### config.mk
export PLATFORM = sky130hd
export DESIGN_NAME = wgamfm_ctrl
export DESIGN_NICKNAME = d
export VERILOG_FILES = /design/src/rtl/core/wgamfm_pkg.sv /design/src/rtl/core/wgamfm_ctrl.sv
export SDC_FILE = /design/constraint.sdc
export NUM_CORES = 1
export LEC_CHECK = 0
export BUFFER_PORTS_ARGS = -buffer_cell sky130_fd_sc_hd__buf_2
export CAP_MARGIN = 5
export CORE_AREA = 5 5 42 44
export CTS_CLUSTER_DIAMETER = 80
export CTS_CLUSTER_SIZE = 16
export DETAILED_ROUTE_END_ITERATION = 7
export DIE_AREA = 0 0 47 49
export GPL_TIMING_DRIVEN = 1
export PLACE_DENSITY = 0.76
export SLEW_MARGIN = 20
export SYNTH_ARGS = -nofsm -noshare
export SYNTH_HDL_FRONTEND = slang
export SYNTH_SLANG_ARGS = --single-unit
### constraint.sdc
create_clock -name clk -period 3.6 [get_ports clk]
set_input_delay 1.08 -clock clk [delete_from_list [all_inputs] [get_ports clk]]
set_output_delay 1.08 -clock clk [all_outputs]
set_load 0.005 [all_outputs]
### src/rtl/core/wgamfm_pkg.sv
package wgamfm_pkg;

	localparam logic [2:0] WAVE_SINE     = 3'd0;
	localparam logic [2:0] WAVE_SAW      = 3'd1;
	localparam logic [2:0] WAVE_TRIANGLE = 3'd2;
	localparam logic [2:0] WAVE_SQUARE   = 3'd3;
	localparam logic [2:0] WAVE_NOISE    = 3'd4;

	localparam logic [1:0] MOD_NONE = 2'd0;
	localparam logic [1:0] MOD_AM   = 2'd1;
	localparam logic [1:0] MOD_FM   = 2'd2;
	localparam logic [1:0] MOD_OFF  = 2'd3;

	localparam logic [2:0] REG_WAVE_TYPE      = 3'd0;
	localparam logic [2:0] REG_MODULATION     = 3'd1;
	localparam logic [2:0] REG_AMPLITUDE      = 3'd2;
	localparam logic [2:0] REG_CARRIER_STEP   = 3'd3;
	localparam logic [2:0] REG_MODULATOR_STEP = 3'd4;
	localparam logic [2:0] REG_CHANNEL_COUNT  = 3'd5;
	localparam logic [2:0] REG_FM_DEPTH       = 3'd6;

	localparam logic [31:0] NOISE_TAPS  = 32'h8020_0003;
	localparam logic [31:0] NOISE_SEED  = 32'd1;
	localparam logic [31:0] QUARTER_CYC = 32'h4000_0000;

	localparam longint PC1 = 1686629713;
	localparam longint PC3 = 693598668;
	localparam longint PC5 = 85569306;
	localparam longint PC7 = 5026996;
	localparam longint PC9 = 172272;

	typedef enum logic [3:0] {
		ST_IDLE,
		ST_RMUL,
		ST_RLOAD_C,
		ST_RLOAD_M,
		ST_ADV,
		ST_LOOK,
		ST_MUL1,
		ST_PHASE,
		ST_MUL2,
		ST_SAT,
		ST_EMIT
	} state_t;

	typedef enum logic [3:0] {
		OP_NONE,
		OP_RMUL_C,
		OP_RLOAD_C,
		OP_RLOAD_M,
		OP_ADV,
		OP_LOOK,
		OP_MUL1,
		OP_PHASE,
		OP_MUL2,
		OP_SAT
	} op_t;

	typedef struct packed {
		op_t  op;
		logic capture;
	} cmd_t;

	function automatic longint msh(input longint a, input longint b, input int sh);
		logic neg;
		longint unsigned ua;
		longint unsigned ub;
		longint unsigned r;
		neg = (a < 0) != (b < 0);
		ua = (a < 0) ? longint'(-a) : a;
		ub = (b < 0) ? longint'(-b) : b;
		r = (ua * ub + (64'd1 << (sh - 1))) >> sh;
		return neg ? -longint'(r) : longint'(r);
	endfunction

	function automatic logic [14:0] sine_entry(input int unsigned xi, input int unsigned bits);
		longint x;
		longint x2;
		longint t;
		longint y;
		x = longint'(xi) << (32 - bits);
		x2 = msh(x, x, 30);
		t = PC9;
		t = msh(x2, t, 30) - PC7;
		t = msh(x2, t, 30) + PC5;
		t = msh(x2, t, 30) - PC3;
		t = msh(x2, t, 30) + PC1;
		y = msh(msh(x, t, 30), 1, 15);
		if (y > 32767) begin
			y = 32767;
		end
		return y[14:0];
	endfunction

endpackage

### src/rtl/core/wgamfm_ctrl.sv
module wgamfm_ctrl #(
	parameter int CW = 4
) (
	input  logic                clk,
	input  logic                arst_n,
	input  logic                s_tvalid,
	input  logic                s_func,
	output logic                s_tready,
	output logic                m_tvalid,
	input  logic                m_tready,
	output logic                m_tlast,
	input  logic [1:0]          modulation,
	input  logic [CW-1:0]       n_eff,
	output wgamfm_pkg::cmd_t    cmd
);

	wgamfm_pkg::state_t state_q, state_nxt;
	logic [CW-1:0] cnt_q;
	logic in_beat, out_beat, is_last;

	assign in_beat  = s_tvalid && s_tready;
	assign out_beat = m_tvalid && m_tready;
	assign is_last  = (cnt_q == n_eff - CW'(1));

	always_comb begin
		state_nxt = state_q;
		case (state_q)
			wgamfm_pkg::ST_IDLE: begin
				if (in_beat) begin
					state_nxt = s_func ? wgamfm_pkg::ST_ADV : wgamfm_pkg::ST_RMUL;
				end
			end
			wgamfm_pkg::ST_RMUL:    state_nxt = wgamfm_pkg::ST_RLOAD_C;
			wgamfm_pkg::ST_RLOAD_C: state_nxt = wgamfm_pkg::ST_RLOAD_M;
			wgamfm_pkg::ST_RLOAD_M: state_nxt = wgamfm_pkg::ST_IDLE;
			wgamfm_pkg::ST_ADV:     state_nxt = wgamfm_pkg::ST_LOOK;
			wgamfm_pkg::ST_LOOK:    state_nxt = wgamfm_pkg::ST_MUL1;
			wgamfm_pkg::ST_MUL1: begin
				case (modulation)
					wgamfm_pkg::MOD_AM: state_nxt = wgamfm_pkg::ST_MUL2;
					wgamfm_pkg::MOD_FM: state_nxt = wgamfm_pkg::ST_PHASE;
					default:            state_nxt = wgamfm_pkg::ST_SAT;
				endcase
			end
			wgamfm_pkg::ST_PHASE:   state_nxt = wgamfm_pkg::ST_MUL2;
			wgamfm_pkg::ST_MUL2:    state_nxt = wgamfm_pkg::ST_SAT;
			wgamfm_pkg::ST_SAT:     state_nxt = wgamfm_pkg::ST_EMIT;
			wgamfm_pkg::ST_EMIT: begin
				if (out_beat && is_last) begin
					state_nxt = wgamfm_pkg::ST_IDLE;
				end
			end
			default: state_nxt = wgamfm_pkg::ST_IDLE;
		endcase
	end

	always_comb begin
		s_tready    = 1'b0;
		m_tvalid    = 1'b0;
		m_tlast     = 1'b0;
		cmd.op      = wgamfm_pkg::OP_NONE;
		cmd.capture = 1'b0;
		case (state_q)
			wgamfm_pkg::ST_IDLE: begin
				s_tready    = 1'b1;
				cmd.capture = s_tvalid;
			end
			wgamfm_pkg::ST_RMUL:    cmd.op = wgamfm_pkg::OP_RMUL_C;
			wgamfm_pkg::ST_RLOAD_C: cmd.op = wgamfm_pkg::OP_RLOAD_C;
			wgamfm_pkg::ST_RLOAD_M: cmd.op = wgamfm_pkg::OP_RLOAD_M;
			wgamfm_pkg::ST_ADV:     cmd.op = wgamfm_pkg::OP_ADV;
			wgamfm_pkg::ST_LOOK:    cmd.op = wgamfm_pkg::OP_LOOK;
			wgamfm_pkg::ST_MUL1:    cmd.op = wgamfm_pkg::OP_MUL1;
			wgamfm_pkg::ST_PHASE:   cmd.op = wgamfm_pkg::OP_PHASE;
			wgamfm_pkg::ST_MUL2:    cmd.op = wgamfm_pkg::OP_MUL2;
			wgamfm_pkg::ST_SAT:     cmd.op = wgamfm_pkg::OP_SAT;
			wgamfm_pkg::ST_EMIT: begin
				m_tvalid = 1'b1;
				m_tlast  = is_last;
			end
			default: cmd.op = wgamfm_pkg::OP_NONE;
		endcase
	end

	always_ff @(posedge clk or negedge arst_n) begin
		if (!arst_n) begin
			state_q <= wgamfm_pkg::ST_IDLE;
			cnt_q   <= '0;
		end else begin
			state_q <= state_nxt;
			if (state_q == wgamfm_pkg::ST_SAT) begin
				cnt_q <= '0;
			end else if (out_beat) begin
				cnt_q <= cnt_q + CW'(1);
			end
		end
	end

endmodule

==> PnR_summary.wiki <==
{| class="wikitable"
! Metric !! Value
|-
| Outcome || completed
|-
| Fraction of layout cells with a size suffix above 1 || 0.2660
|-
| Unrepaired setup endpoints after global routing || false
|-
| Top-area cell type share of the netlist area || 0.2980
|-
| Post-synthesis area per instance || approximately 8.5 um^2
|-
| Top-Level Pins || 19
|-
| Via density per instance || between 5 and 6
|-
| Cell row count || 14
|-
| Total setup violations reported at the end of the flow || 0
|-
| Cell with the most instances after synthesis || sky130_fd_sc_hd__dfrtp_1
|-
| Max-cap violation count || 0
|-
| DRC violation count after routing || 0
|-
| Largest net degree at the start of global routing || 18
|-
| Cell-by-cell trace of the critical path || buf_2 > inv_1 > ha_1 > xor2_1 > xnor2_1 > nand3_1 > nor2_1 > buf_2
|-
| Yosys synthesis warning count || 0
|-
| Maximum clock path buffer count || 2
|-
| Cell-internal power || 350.9 uW
|-
| Global-route usage over all layers || 0.1425
|-
| Data arrival at the endpoint of the critical path || 2100 ps
|-
| Initial antenna violation count || 0
|-
| Critical Path Fanout Max || 3
|-
| Number of inserted filler cells in the final layout || 146
|-
| Type of element capturing the critical path || primary output
|-
| Pwr/cell area || 828.3 nW/um^2
|-
| RD Place Congestion || 0.7000
|-
| Count of vias placed by the detailed router || 642
|-
| Resize count post-CTS || 0
|-
| TritonCTS Buffers || 3
|-
| Overall die width || 47 um
|-
| Top_reg_cell synth || sky130_fd_sc_hd__dfrtp_1
|-
| Flop pwr share || 0.389
|-
| Number of hold violations in the final report || 0
|-
| Total wire length after detailed routing || between 1 and 1.5 mm
|-
| Reported leakage power || 0.3658 nW
|-
| Dominant cells by area after synthesis || sky130_fd_sc_hd__dfrtp_1 (30%), sky130_fd_sc_hd__xnor2_1 (5.2%), sky130_fd_sc_hd__nor2b_1 (4.7%)
|-
| Remaining antenna violation count after routing || 0
|-
| Fraction of power consumed by combinational cells || 0.505
|-
| Worst-path clk slew || 60 ps
|-
| Global-route congestion overflow total || 0
|-
| Cell seen most often among critical-path stages || sky130_fd_sc_hd__buf_2
|-
| Synthesized Nets || 92
|-
| Share of synthesized area occupied by flip-flops and latches || 0.2980
|-
| Clock latency reported for the late side of the worst-skew pair || 250 ps
|-
| Clock net sink count || 8
|-
| Area growth from synthesis to final layout || 13.97%
|-
| Drt pass-1 iters || 4
|-
| Synth unique cells || 38
|-
| Total power consumption of the routed design || around 630 uW
|-
| Root buffer cell || sky130_fd_sc_hd__clkbuf_4
|-
| Crit share post-route || 0.8831
|-
| Global-route wire length before repair || ~2.5 mm
|-
| Maximum achievable frequency || around 310 MHz
|-
| Placeable core region || approximately 1400 um^2
|-
| Initial core utilization || 0.4795
|-
| Slew margin rel. || 0.6494
|-
| Transition time at the pin with the least slew margin || 525.9 ps
|-
| Hold bufs inserted after CTS || 0
|-
| Inst Count DP || 107
|-
| Critical path type || primary input to primary output
|-
| Vias in the first global route || ~640
|-
| Maximum single-stage delay on the critical path || 190 ps
|-
| Number of post-CTS setup repair buffers || 0
|-
| Async S/R FF share, synth || 1.000
|-
| Post-route non-filler standard cell count || 110
|-
| Number of register bits inferred by synthesis || 8
|-
| Cell accounting for the most synthesized area || sky130_fd_sc_hd__dfrtp_1
|-
| Clk pwr share || 0.106
|-
| Hold crit path type || register to register
|-
| Min Tclk post-route || ~3200 ps
|-
| Number of inserted diodes || 0
|-
| Max-slew violation total from the final report || 0
|-
| Nets || approximately 110
|-
| CTS tree || built
|-
| DIE AREA || 2303 um^2
|-
| Required @ worst endpoint || around 2500 ps
|-
| Number of buffers added on ports || 18
|-
| Fin Setup TNS || 0 ps
|-
| Area of the mapped netlist || about 670 um^2
|-
| Largest vdd supply drop || approximately 0.36 mV
|-
| Sw frac || 0.4467
|-
| Clock skew || 6.008 ps
|-
| Post-synth EDFFs || 0
|-
| H-Tree Level Count || 1
|-
| Routed wire per std cell || 13.41 um
|-
| Net switching power || 283.4 uW
|-
| Top cells by instance count after synthesis || sky130_fd_sc_hd__dfrtp_1 (8), sky130_fd_sc_hd__a21oi_1 (6), sky130_fd_sc_hd__nand2_1 (6)
|-
| 1st-iter DRT viols || 7
|-
| Share of the core filled with cells in the final layout || 0.5464
|-
| Critical Path Source Type || primary input
|-
| Number of cells produced by synthesis || 79
|-
| Y dimension of the die || between 40 and 50 um
|-
| Critical path's slowest cell || sky130_fd_sc_hd__ha_1
|}
[routing by layer]
layer	part of all wire	vias to the layer above	track usage	wire (um)
li1	-	313	-	-
met1	0.42	302	0.1749	620
met2	0.50	25	0.2376	744
met3	0.070	2	0.02214	103
met4	0.0041	0	0.05530	6
met5	0	-	0	0
[flip-flops by register name (all words and copies together) (netlist names)]
register  count
state_q       4
cnt_q         4
[cell families after synthesis]
group | Yosys count | share of synthesized area
buffers and inverters | 11 | 0.08567
adder cells (fa/ha/maj) | 2 | 0.03724
AND/OR/NAND/NOR | 29 | 0.2682
XOR/XNOR | 6 | 0.07821
flip-flops | 8 | 0.2979
AO/OA/AOI/OAI | 23 | 0.2328
[worst max-delay path, delay by kind of cell]
kind	cells	cell delay, ps
fa+ha+maj	1	190
simple gates	2	190
xor+xnor	2	350
buf+inv	3	280
[path summary, 6_finish.rpt]
path | start | endpoint | slack [ps] | cells after the start
worst max-delay path | n_eff[0] | m_tlast | 420 | 8
worst min-delay path | cnt_q[3] | cnt_q[3] | 560 | 2
worst max register to register | state_q[3] | state_q[1] | 2060 | 4
worst min register to register | cnt_q[3] | cnt_q[3] | 560 | 2
max in group asynchronous | arst_n | state_q[0] | 2760 | 1
min in group asynchronous | arst_n | cnt_q[2] | 670 | 1
[power groups by stage]
| stage | registers, mW | clock network, mW | logic (mW) |
|---|---|---|---|
| detailed placement | 0.247 | 0 | 0.323 |
| CTS | 0.245 | 0.0713 | 0.324 |
| floorplan | 0.167 | 0 | 0.332 |
| global route | 0.259 | 0.0735 | 0.368 |
| global placement | 0.244 | 0 | 0.314 |
| finish | 0.247 | 0.0672 | 0.320 |
[per-stage QoR]
stage               cell area, um^2  setup slack, ps  hold slack [ps]
finish                        765.7            420.7            564.2
global route                  765.7            328.6            654.1
CTS                           765.7            400.2            564.7
detailed placement            743.2            402.4            549.5
global placement              743.2            472.1            536.7
floorplan                     671.9            698.2            513.4
[final cells by class]
| type | count | area [um^2] | area share |
|---|---|---|---|
| clock buffer | 3 | 22.52 | 0.02941 |
| inverter | 5 | 18.77 | 0.02451 |
| multi-input combinational | 60 | 414.1 | 0.5408 |
| sequential | 8 | 200.2 | 0.2614 |
| tap | 16 | 20.02 | 0.02614 |
| timing repair buffer | 18 | 90.09 | 0.1176 |
[placed cells by master, fill, tap and decap left out, drive strengths merged, types with 2 or more instances in the layout]
| master | count |
|---|---|
| dfrtp | 8 |
| xnor2 | 4 |
| clkbuf | 3 |
| nor2b | 5 |
| inv | 5 |
| a22o | 2 |
| xor2 | 2 |
| a21oi | 6 |
| or2 | 2 |
| buf | 18 |
| nor2 | 4 |
| nand2 | 6 |
| ha | 2 |
| and2 | 2 |
| o21ai | 5 |
| nor3 | 2 |
(Power assumes the default switching activity.)
